--- src/rtl/pts_pkg.sv ---
package pts_pkg;

  localparam int COUNT_BITS    = 24;
  localparam int PITCH_W       = 15;
  localparam int SAMP_W        = 13;
  localparam int GAIN_W        = 16;
  localparam int GAIN_FRAC     = 15;
  localparam int SCFG_W        = 24;
  localparam int BLOCKS_W      = 8;
  localparam int MODE_W        = 3;
  localparam int CFG_W         = 24;
  localparam int CFG_IDX_W     = 3;
  localparam int DIV_CNT_W     = $clog2(GAIN_FRAC);
  localparam int CMP_W         = ((COUNT_BITS > SCFG_W) ? COUNT_BITS : SCFG_W) + 1;

  typedef logic [COUNT_BITS-1:0] cnt_t;
  typedef logic [PITCH_W-1:0]    pitch_t;
  typedef logic [SCFG_W-1:0]     scfg_t;

  localparam cnt_t                CNT_MAX    = '1;
  localparam logic [GAIN_W-1:0]   UNITY_GAIN = GAIN_W'(1) << GAIN_FRAC;
  localparam logic [BLOCKS_W-1:0] BLOCKS_MAX = '1;

  typedef enum logic [MODE_W-1:0] {
    MODE_IDLE    = 3'd0,
    MODE_ATTACK  = 3'd1,
    MODE_COLLECT = 3'd2,
    MODE_STABLE  = 3'd3,
    MODE_COAST   = 3'd4
  } mode_e;

  localparam logic [CFG_IDX_W-1:0] CFG_ATTACK_SETTLE = CFG_IDX_W'(0);
  localparam logic [CFG_IDX_W-1:0] CFG_COAST_HOLD    = CFG_IDX_W'(1);
  localparam logic [CFG_IDX_W-1:0] CFG_COAST_FADE    = CFG_IDX_W'(2);
  localparam logic [CFG_IDX_W-1:0] CFG_REACQUIRE     = CFG_IDX_W'(3);
  localparam logic [CFG_IDX_W-1:0] CFG_CONVERGE_TOL  = CFG_IDX_W'(4);
  localparam logic [CFG_IDX_W-1:0] CFG_TRACK_TOL     = CFG_IDX_W'(5);
  localparam logic [CFG_IDX_W-1:0] CFG_REQ_BLOCKS    = CFG_IDX_W'(6);

  typedef struct packed {
    logic                onset;
    logic                pitch_valid;
    logic [PITCH_W-1:0]  pitch_midi;
    logic [SAMP_W-1:0]   block_samples;
  } in_t;

  typedef struct packed {
    logic [MODE_W-1:0]   mode;
    logic                has_target;
    logic [PITCH_W-1:0]  target_midi;
    logic [GAIN_W-1:0]   fade_gain;
  } out_t;

  typedef struct packed {
    logic capture;
    logic step;
    logic gain;
    logic div;
    logic out_load;
  } cmd_t;

  typedef struct packed {
    logic need_div;
  } sts_t;

endpackage

--- src/rtl/pts_dp.sv ---
module pts_dp (
  input  logic                              clk_i,
  input  logic                              rst_ni,
  input  pts_pkg::in_t                      in_data_i,
  input  logic                              cfg_we_i,
  input  logic [pts_pkg::CFG_IDX_W-1:0]     cfg_idx_i,
  input  logic [pts_pkg::CFG_W-1:0]         cfg_data_i,
  input  pts_pkg::cmd_t                     cmd_i,
  output pts_pkg::sts_t                     sts_o,
  output pts_pkg::out_t                     out_data_o
);
  import pts_pkg::*;

  function automatic cnt_t sat_add(cnt_t a, logic [SAMP_W-1:0] b);
    logic [COUNT_BITS:0] s;
    s = {1'b0, a} + (COUNT_BITS + 1)'(b);
    return s[COUNT_BITS] ? CNT_MAX : s[COUNT_BITS-1:0];
  endfunction

  function automatic pitch_t pdiff(pitch_t a, pitch_t b);
    return (a > b) ? (a - b) : (b - a);
  endfunction

  scfg_t               settle_q, hold_q, fade_q, reacq_q;
  pitch_t              ctol_q, ttol_q;
  logic [BLOCKS_W-1:0] req_q;

  in_t                 in_q;
  out_t                out_q;

  mode_e               mode_q, mode_d;
  cnt_t                time_q, time_d;
  pitch_t              last_q, last_d;
  logic [BLOCKS_W-1:0] cc_q, cc_d;
  cnt_t                dev_q, dev_d;
  logic                cand_q, cand_d;
  pitch_t              cpitch_q, cpitch_d;
  logic                tgt_q, tgt_d;
  pitch_t              tpitch_q, tpitch_d;

  logic [GAIN_W-1:0]   gain_q, gain_init;
  scfg_t               rem_q, rem_init;
  logic                need_div;
  logic [CMP_W-1:0]    t_ext, hold_ext, fade_ext, d_ext;
  logic [SCFG_W:0]     rem_dbl, rem_sub;

  always_ff @(posedge clk_i or negedge rst_ni) begin
    if (!rst_ni) begin
      settle_q <= SCFG_W'(1440);
      hold_q   <= SCFG_W'(4800);
      fade_q   <= SCFG_W'(9600);
      reacq_q  <= SCFG_W'(4800);
      ctol_q   <= PITCH_W'(128);
      ttol_q   <= PITCH_W'(128);
      req_q    <= BLOCKS_W'(3);
    end else if (cfg_we_i) begin
      case (cfg_idx_i)
        CFG_ATTACK_SETTLE: settle_q <= cfg_data_i[SCFG_W-1:0];
        CFG_COAST_HOLD:    hold_q   <= cfg_data_i[SCFG_W-1:0];
        CFG_COAST_FADE:    fade_q   <= cfg_data_i[SCFG_W-1:0];
        CFG_REACQUIRE:     reacq_q  <= cfg_data_i[SCFG_W-1:0];
        CFG_CONVERGE_TOL:  ctol_q   <= cfg_data_i[PITCH_W-1:0];
        CFG_TRACK_TOL:     ttol_q   <= cfg_data_i[PITCH_W-1:0];
        CFG_REQ_BLOCKS:    req_q    <= cfg_data_i[BLOCKS_W-1:0];
        default: ;
      endcase
    end
  end

  always_comb begin
    mode_d   = mode_q;
    time_d   = time_q;
    last_d   = last_q;
    cc_d     = cc_q;
    dev_d    = dev_q;
    cand_d   = cand_q;
    cpitch_d = cpitch_q;
    tgt_d    = tgt_q;
    tpitch_d = tpitch_q;
    if (in_q.onset && (mode_q == MODE_IDLE || mode_q == MODE_COAST)) begin
      mode_d = MODE_ATTACK;
      time_d = '0;
    end
    case (mode_d)
      MODE_IDLE: begin
        if (in_q.pitch_valid) begin
          mode_d = MODE_COLLECT;
          time_d = '0;
          cc_d   = '0;
        end
      end
      MODE_ATTACK: begin
        time_d = sat_add(time_d, in_q.block_samples);
        if (CMP_W'(time_d) >= CMP_W'(settle_q)) begin
          mode_d = MODE_COLLECT;
          time_d = '0;
          cc_d   = '0;
        end
      end
      MODE_COLLECT: begin
        time_d = sat_add(time_d, in_q.block_samples);
        if (in_q.pitch_valid) begin
          if (cc_q == '0 || pdiff(in_q.pitch_midi, last_q) <= ctol_q) begin
            if (cc_q != BLOCKS_MAX) begin
              cc_d = cc_q + BLOCKS_W'(1);
            end
          end else begin
            cc_d = BLOCKS_W'(1);
          end
          last_d = in_q.pitch_midi;
          if (cc_d >= req_q) begin
            tpitch_d = in_q.pitch_midi;
            tgt_d    = 1'b1;
            mode_d   = MODE_STABLE;
            time_d   = '0;
            dev_d    = '0;
            cand_d   = 1'b0;
            cpitch_d = '0;
          end
        end
      end
      MODE_STABLE: begin
        if (!in_q.pitch_valid) begin
          mode_d = MODE_COAST;
          time_d = '0;
        end else if (pdiff(in_q.pitch_midi, tpitch_q) <= ttol_q) begin
          tpitch_d = in_q.pitch_midi;
          dev_d    = '0;
          cand_d   = 1'b0;
          cpitch_d = '0;
        end else begin
          if (cand_q && pdiff(in_q.pitch_midi, cpitch_q) <= ctol_q) begin
            dev_d = sat_add(dev_q, in_q.block_samples);
          end else begin
            cand_d = 1'b1;
            dev_d  = COUNT_BITS'(in_q.block_samples);
          end
          cpitch_d = in_q.pitch_midi;
          if (CMP_W'(dev_d) >= CMP_W'(reacq_q)) begin
            last_d = in_q.pitch_midi;
            mode_d = MODE_COLLECT;
            time_d = '0;
            cc_d   = '0;
          end
        end
      end
      MODE_COAST: begin
        if (in_q.pitch_valid) begin
          mode_d   = MODE_STABLE;
          time_d   = '0;
          dev_d    = '0;
          cand_d   = 1'b0;
          cpitch_d = '0;
        end else begin
          time_d = sat_add(time_d, in_q.block_samples);
          if (CMP_W'(time_d) > CMP_W'(hold_q) + CMP_W'(fade_q)) begin
            tgt_d  = 1'b0;
            mode_d = MODE_IDLE;
            time_d = '0;
          end
        end
      end
      default: begin
        mode_d = MODE_IDLE;
      end
    endcase
  end

  assign t_ext    = CMP_W'(time_q);
  assign hold_ext = CMP_W'(hold_q);
  assign fade_ext = CMP_W'(fade_q);
  assign d_ext    = t_ext - hold_ext;
  assign rem_init = fade_q - d_ext[SCFG_W-1:0];

  always_comb begin
    gain_init = '0;
    need_div  = 1'b0;
    case (mode_q)
      MODE_ATTACK, MODE_COLLECT: gain_init = tgt_q ? UNITY_GAIN : '0;
      MODE_STABLE:               gain_init = UNITY_GAIN;
      MODE_COAST: begin
        if (t_ext <= hold_ext) begin
          gain_init = UNITY_GAIN;
        end else if (fade_q != '0 && d_ext < fade_ext) begin
          need_div = 1'b1;
        end
      end
      default: gain_init = '0;
    endcase
  end

  assign sts_o.need_div = need_div;

  assign rem_dbl = {rem_q, 1'b0};
  assign rem_sub = rem_dbl - {1'b0, fade_q};

  always_ff @(posedge clk_i or negedge rst_ni) begin
    if (!rst_ni) begin
      mode_q   <= MODE_IDLE;
      time_q   <= '0;
      last_q   <= '0;
      cc_q     <= '0;
      dev_q    <= '0;
      cand_q   <= 1'b0;
      cpitch_q <= '0;
      tgt_q    <= 1'b0;
      tpitch_q <= '0;
    end else if (cmd_i.step) begin
      mode_q   <= mode_d;
      time_q   <= time_d;
      last_q   <= last_d;
      cc_q     <= cc_d;
      dev_q    <= dev_d;
      cand_q   <= cand_d;
      cpitch_q <= cpitch_d;
      tgt_q    <= tgt_d;
      tpitch_q <= tpitch_d;
    end
  end

  always_ff @(posedge clk_i) begin
    if (cmd_i.capture) begin
      in_q <= in_data_i;
    end
    if (cmd_i.gain) begin
      gain_q <= gain_init;
      rem_q  <= rem_init;
    end else if (cmd_i.div) begin
      if (rem_dbl >= {1'b0, fade_q}) begin
        rem_q  <= rem_sub[SCFG_W-1:0];
        gain_q <= {gain_q[GAIN_W-2:0], 1'b1};
      end else begin
        rem_q  <= rem_dbl[SCFG_W-1:0];
        gain_q <= {gain_q[GAIN_W-2:0], 1'b0};
      end
    end
    if (cmd_i.out_load) begin
      out_q.mode        <= mode_q;
      out_q.has_target  <= tgt_q;
      out_q.target_midi <= tpitch_q;
      out_q.fade_gain   <= gain_q;
    end
  end

  assign out_data_o = out_q;

endmodule

--- src/rtl/pts_ctrl.sv ---
module pts_ctrl (
  input  logic           clk_i,
  input  logic           rst_ni,
  input  logic           in_valid_i,
  output logic           in_ready_o,
  output logic           out_valid_o,
  input  logic           out_ready_i,
  input  pts_pkg::sts_t  sts_i,
  output pts_pkg::cmd_t  cmd_o
);
  import pts_pkg::*;

  typedef enum logic [2:0] {
    ST_IDLE,
    ST_STEP,
    ST_GAIN,
    ST_DIV,
    ST_OUT
  } state_e;

  state_e                state_q;
  logic [DIV_CNT_W-1:0]  cnt_q;
  logic                  out_valid_q;
  logic                  load;

  assign in_ready_o     = (state_q == ST_IDLE);
  assign load           = (state_q == ST_OUT) && (!out_valid_q || out_ready_i);
  assign cmd_o.capture  = in_ready_o && in_valid_i;
  assign cmd_o.step     = (state_q == ST_STEP);
  assign cmd_o.gain     = (state_q == ST_GAIN);
  assign cmd_o.div      = (state_q == ST_DIV);
  assign cmd_o.out_load = load;
  assign out_valid_o    = out_valid_q;

  always_ff @(posedge clk_i or negedge rst_ni) begin
    if (!rst_ni) begin
      state_q     <= ST_IDLE;
      cnt_q       <= '0;
      out_valid_q <= 1'b0;
    end else begin
      out_valid_q <= load || (out_valid_q && !out_ready_i);
      case (state_q)
        ST_IDLE: begin
          if (in_valid_i) begin
            state_q <= ST_STEP;
          end
        end
        ST_STEP: state_q <= ST_GAIN;
        ST_GAIN: begin
          cnt_q   <= '0;
          state_q <= sts_i.need_div ? ST_DIV : ST_OUT;
        end
        ST_DIV: begin
          cnt_q <= cnt_q + DIV_CNT_W'(1);
          if (cnt_q == DIV_CNT_W'(GAIN_FRAC - 1)) begin
            state_q <= ST_OUT;
          end
        end
        ST_OUT: begin
          if (load) begin
            state_q <= ST_IDLE;
          end
        end
        default: state_q <= ST_IDLE;
      endcase
    end
  end

endmodule

--- src/rtl/pitch_target_stabilizer.sv ---
// Pitch target stabilizer: one report per analysis block in, one result out.
// Input channel in_valid_i/in_ready_o carries onset, pitch_valid, pitch_midi
// (Q7.8) and block_samples. Output channel out_valid_o/out_ready_i carries
// mode, has_target, target_midi (Q7.8) and fade_gain (Q1.15, 32768 = unity).
// Configuration: write cfg_data_i to register cfg_idx_i while cfg_we_i is
// high; write only while no item is in flight. Indexes above 6 are ignored.
// Sequence: the input is captured, the state is stepped and the gain is set;
// while the coast fade is running, a restoring divider then forms the 15
// fraction bits of the gain one bit per cycle; then the result is loaded.
// A new item is taken only once the previous result has been loaded.
// The result sits in an output register; the next item is taken while it
// waits. A stalled receiver holds the result, and the following item then
// waits in the controller until the output register frees.
// Reset: state machine to idle, counters and target cleared, registers to
// their defaults (settle 1440, hold 4800, fade 9600, reacquire 4800,
// tolerances 128, required blocks 3).
module pitch_target_stabilizer (
  input  logic                           clk_i,
  input  logic                           rst_ni,
  input  logic                           in_valid_i,
  output logic                           in_ready_o,
  input  pts_pkg::in_t                   in_data_i,
  output logic                           out_valid_o,
  input  logic                           out_ready_i,
  output pts_pkg::out_t                  out_data_o,
  input  logic                           cfg_we_i,
  input  logic [pts_pkg::CFG_IDX_W-1:0]  cfg_idx_i,
  input  logic [pts_pkg::CFG_W-1:0]      cfg_data_i
);
  import pts_pkg::*;

  cmd_t cmd;
  sts_t sts;

  pts_ctrl u_ctrl (
    .clk_i       (clk_i),
    .rst_ni      (rst_ni),
    .in_valid_i  (in_valid_i),
    .in_ready_o  (in_ready_o),
    .out_valid_o (out_valid_o),
    .out_ready_i (out_ready_i),
    .sts_i       (sts),
    .cmd_o       (cmd)
  );

  pts_dp u_dp (
    .clk_i      (clk_i),
    .rst_ni     (rst_ni),
    .in_data_i  (in_data_i),
    .cfg_we_i   (cfg_we_i),
    .cfg_idx_i  (cfg_idx_i),
    .cfg_data_i (cfg_data_i),
    .cmd_i      (cmd),
    .sts_o      (sts),
    .out_data_o (out_data_o)
  );

endmodule

--- config.mk ---
export PLATFORM = sky130hd
export DESIGN_NAME = pitch_target_stabilizer
export DESIGN_NICKNAME = d
export VERILOG_FILES = /design/src/rtl/pts_pkg.sv /design/src/rtl/pts_dp.sv /design/src/rtl/pts_ctrl.sv /design/src/rtl/pitch_target_stabilizer.sv
export SDC_FILE = /design/constraint.sdc
export NUM_CORES = 1
export LEC_CHECK = 0
export BUFFER_PORTS_ARGS = -buffer_cell sky130_fd_sc_hd__buf_2
export CORE_UTILIZATION = 39
export CTS_CLUSTER_DIAMETER = 50
export CTS_CLUSTER_SIZE = 14
export DETAILED_ROUTE_END_ITERATION = 8
export SYNTH_ARGS = -nofsm -noshare
export SYNTH_HDL_FRONTEND = slang
export SYNTH_SLANG_ARGS = --single-unit
--- constraint.sdc ---
create_clock -name clk_i -period 6.6 [get_ports clk_i]
set_input_delay 0.66 -clock clk_i [delete_from_list [all_inputs] [get_ports clk_i]]
set_output_delay 0.66 -clock clk_i [all_outputs]
set_load 0.01 [all_outputs]
==> impl_metrics.py <==
metrics = {
    "global_routing": {
        "grt_pass1_wl_um": 126000,
        "overflow": 0,
        "grt_max_degree": 125,
        "grt.total_usage_pct": 21.9,
        "antenna_found_initial": 3,
        "first_global_vias": 21873,
    },
    "clock_tree": {
        "cts_tree": "done",
        "cts-root-buf": "clkbuf_16",
        "clkSinkCount": 353,
        "clock_latency_ns": 0.63,
        "cts_inserted_buffers": 54,
        "cts.htree.levels": 2,
        "clk_pin_slew_ns": 0.06,
        "ctsLongestPathBuffers": 3,
    },
    "floorplan": {
        "rows": 98,
        "pin_count": 99,
        "dieArea_mm2": 0.0731,
        "die_x_um": 270,
        "die-height_um": 270,
        "start_util_pct": 39.4,
        "core_area_mm2": 0.0714,
    },
    "placement": {
        "portBuffers": 98,
        "gp_congestion": 0.909,
        "hpwl_um": 63100,
        "dp.cells": 4134,
    },
    "layout": {
        "multi_input_area_mm2": 0.0175,
        "n_fill_cell": 6819,
        "seqCellArea_mm2": 0.00938,
        "fin_cells": 4276,
        "layout-drive-gt1-share_pct": 15.5,
        "area_growth_pct": 16.7,
        "fin_nets": 3714,
    },
    "synthesis": {
        "synth-edff-count": 105,
        "synth_area_mm2": 0.0281,
        "synth_area_leaders": "dfrtp_1, ha_1, edfxtp_1",
        "synth_cell_types": 100,
        "synthCells": 3082,
        "synth_top_area_share_pct": 20.3,
        "yosysTopAreaCell": "dfrtp_1",
        "seq_area_frac_synth_pct": 33.4,
        "ys_ff_latch": 353,
        "syn-num-nets": 3517,
        "syn_avg_cell_area_um2": 9.11,
        "yosysWarningCount": 0,
        "ys.flop_type": "dfrtp_1",
        "synthArstFlopShare_pct": 70.3,
    },
    "worst_setup_path": {
        "crit_type": "flop to flop",
        "required_ns": 7.10,
        "path_buf_inv": 4,
        "worst_setup_path_end_kind": "flop",
        "cp_slowest_cell": "edfxtp_1",
        "worstPathArrival_ns": 6.98,
        "startpoint_type": "flop",
        "critPathMaxStageDelay_ns": 0.39,
        "path_delay_family": "compound AO/OA/AOI/OAI gates",
        "path_max_fanout": 6,
    },
    "sta": {
        "fmax_ghz": 0.154,
        "worst_slew_pin_slew_ns": 1.23,
        "setup_viol": 0,
        "slew_headroom_pct": 17.9,
        "hold_viol_final": 0,
        "fin_skew_ns": 0.0248,
        "drv_slew": 0,
        "period_needed_ns": 6.48,
        "rsz0062_at_grt": "true",
        "period_share_pct": 98.2,
    },
    "power": {
        "pwr-share-comb_pct": 63.8,
        "power_uw": 17700,
        "power_density_mw_per_mm2": 539,
        "p_int_uw": 9590,
        "p_sw_share_pct": 45.6,
        "pwr-share-clk_pct": 16.5,
        "seqPwrFrac_pct": 19.7,
        "ir_drop_mv": 0.284,
        "p_leak_uw": 0.0154,
        "switchingPower_uw": 8060,
    },
    "routing": {
        "drt_iter0_drc": 1794,
        "postRouteAntennaNets": 0,
        "wire_per_inst_um": 19.3,
        "drc": 0,
        "routed_wirelength_um": 82400,
        "drt_pass1_iterations": 5,
        "via_per_inst": 5.49,
        "num_vias": 23455,
    },
    "job": {
        "drv_cap": 0,
    },
    "worst_hold_path": {
        "hold_path.class": "input port to flop",
    },
    "run_status": {
        "status": "finished, final reports clean",
    },
}
what timing repair did:
action / 4_1_cts / 5_1_grt
setup buffers: 2 / 30
setup endpoints to repair: 38 / 102
pin swaps: 2 / 41
gates cloned: 1 / 5
hold buffers: 1 / 0
resized for setup: 6 / 74
hold endpoints to repair: 3 / 0
metal layers:
layer,share of wire (%),track usage (%),vias up
li1,-,-,11560
met3,5.9,3.22,128
met5,0.022,0,-
met1,48,32.5,11112
met4,3.3,7.12,4
met2,42,32.4,651
worst paths after layout:
check | to | from | cells past startpoint | slack [ns]
max in group asynchronous | u_dp.reacq_q[20]$_DFFE_PN0P_ | rst_ni | 3 | 4.76
min reg2reg | u_dp.out_data_o[15]$_DFFE_PP_ | u_dp.gain_q[15]$_DFFE_PP_ | 0 | 0.43
min in group asynchronous | u_dp.tpitch_q[12]$_DFFE_PN0P_ | rst_ni | 2 | 0.59
min | u_dp.in_q[0]$_DFFE_PP_ | in_data_i[0] | 1 | 0.21
max | u_dp.last_q[14]$_DFFE_PN0P_ | u_dp.in_q[14]$_DFFE_PP_ | 32 | 0.12
max reg2reg | u_dp.last_q[14]$_DFFE_PN0P_ | u_dp.in_q[14]$_DFFE_PP_ | 32 | 0.12
cell usage after synthesis, types with 38 or more instances:
| cell type | number |
|---|---|
| ha_1 | 361 |
| inv_1 | 285 |
| nand2_1 | 265 |
| o21ai_0 | 231 |
| dfrtp_1 | 228 |
| a21oi_1 | 185 |
| nor2_1 | 136 |
| a21o_1 | 120 |
| edfxtp_1 | 105 |
| clkbuf_1 | 81 |
| xnor2_1 | 80 |
| xor2_1 | 66 |
| nor3_1 | 64 |
| mux2i_1 | 57 |
| mux2_2 | 54 |
| a31oi_1 | 53 |
| nand3_1 | 53 |
| o21a_1 | 45 |
| and2_1 | 42 |
| nand4_1 | 40 |
| a22o_1 | 38 |
| nor2b_1 | 38 |
cell type report:
class / instances / area share, %
clock buffers: 60 / 4.25
inverters: 285 / 3.26
multi-input cells: 2341 / 53.5
well taps: 950 / 3.63
flip-flops and latches: 353 / 28.6
repair buffers: 244 / 5.29
clock inverters: 42 / 1.40
diodes: 1 / 0.00764
worst register-to-register path, delay by kind of cell, from the launching register on:
kind | cells | cell delay (ns)
compound gates | 15 | 2.92
xor+xnor | 1 | 0.14
fa+ha+maj | 3 | 0.93
buf+inv | 4 | 0.68
flops | 1 | 0.39
mux | 2 | 0.51
simple gates | 7 | 0.79
power groups by stage:
stage	clock network, µW	registers [µW]	logic (µW)
finish	2910	3480	11300
global route	3060	3540	12500
CTS	2970	3470	10800
detailed placement	0	3500	10600
global placement	0	3480	10500
floorplan	0	3360	7970
sequential cells by signal, summed over array words and instances (netlist names):
signal              count
u_ctrl.state_q          3
u_dp.settle_q          24
u_dp.cc_q               8
u_dp.tgt_q              1
u_ctrl.out_valid_o      1
u_dp.time_q            24
u_dp.last_q            15
u_dp.gain_q            16
u_dp.mode_q             3
u_dp.in_q              30
u_dp.cand_q             1
u_dp.ctol_q            15
u_dp.fade_q            24
u_dp.ttol_q            15
u_dp.reacq_q           24
u_dp.req_q              8
u_dp.tpitch_q          15
u_dp.cpitch_q          15
u_dp.rem_q             24
u_dp.out_data_o        35
u_ctrl.cnt_q            4
u_dp.hold_q            24
u_dp.dev_q             24
per-stage QoR:
step | worst slack [ns] | util, % | hold WS [ns] | setup TNS, ns | instance area, µm²
floorplan | 0.0297 | - | 0.364 | 0 | 28100
global placement | -0.0917 | 42.4 | 0.405 | -1.01 | 30200
detailed placement | -0.134 | 42.4 | 0.418 | -2.44 | 30200
CTS | 0.0124 | 45.0 | 0.180 | 0 | 32100
global route | -0.165 | 45.9 | 0.190 | -5.75 | 32800
finish | 0.118 | 45.9 | 0.209 | 0 | 32800
cells in the final DEF (no fill, tap or decap), drive strengths merged, types with 63 or more instances in the layout:
cell,instances
a21o,120
a21oi,187
buf,240
clkbuf,63
dfrtp,228
edfxtp,105
ha,361
inv,308
nand2,266
nor2,137
nor3,64
o21ai,249
xnor2,80
xor2,66
cell families after synthesis:
logic type / share of synthesized area [%]
compound gates: 21.3
buf+inv: 5.41
xor+xnor: 4.55
flops: 33.4
simple gates: 14.1
fa+ha+maj: 16.9
mux: 4.36
(Power assumes the default switching activity.)
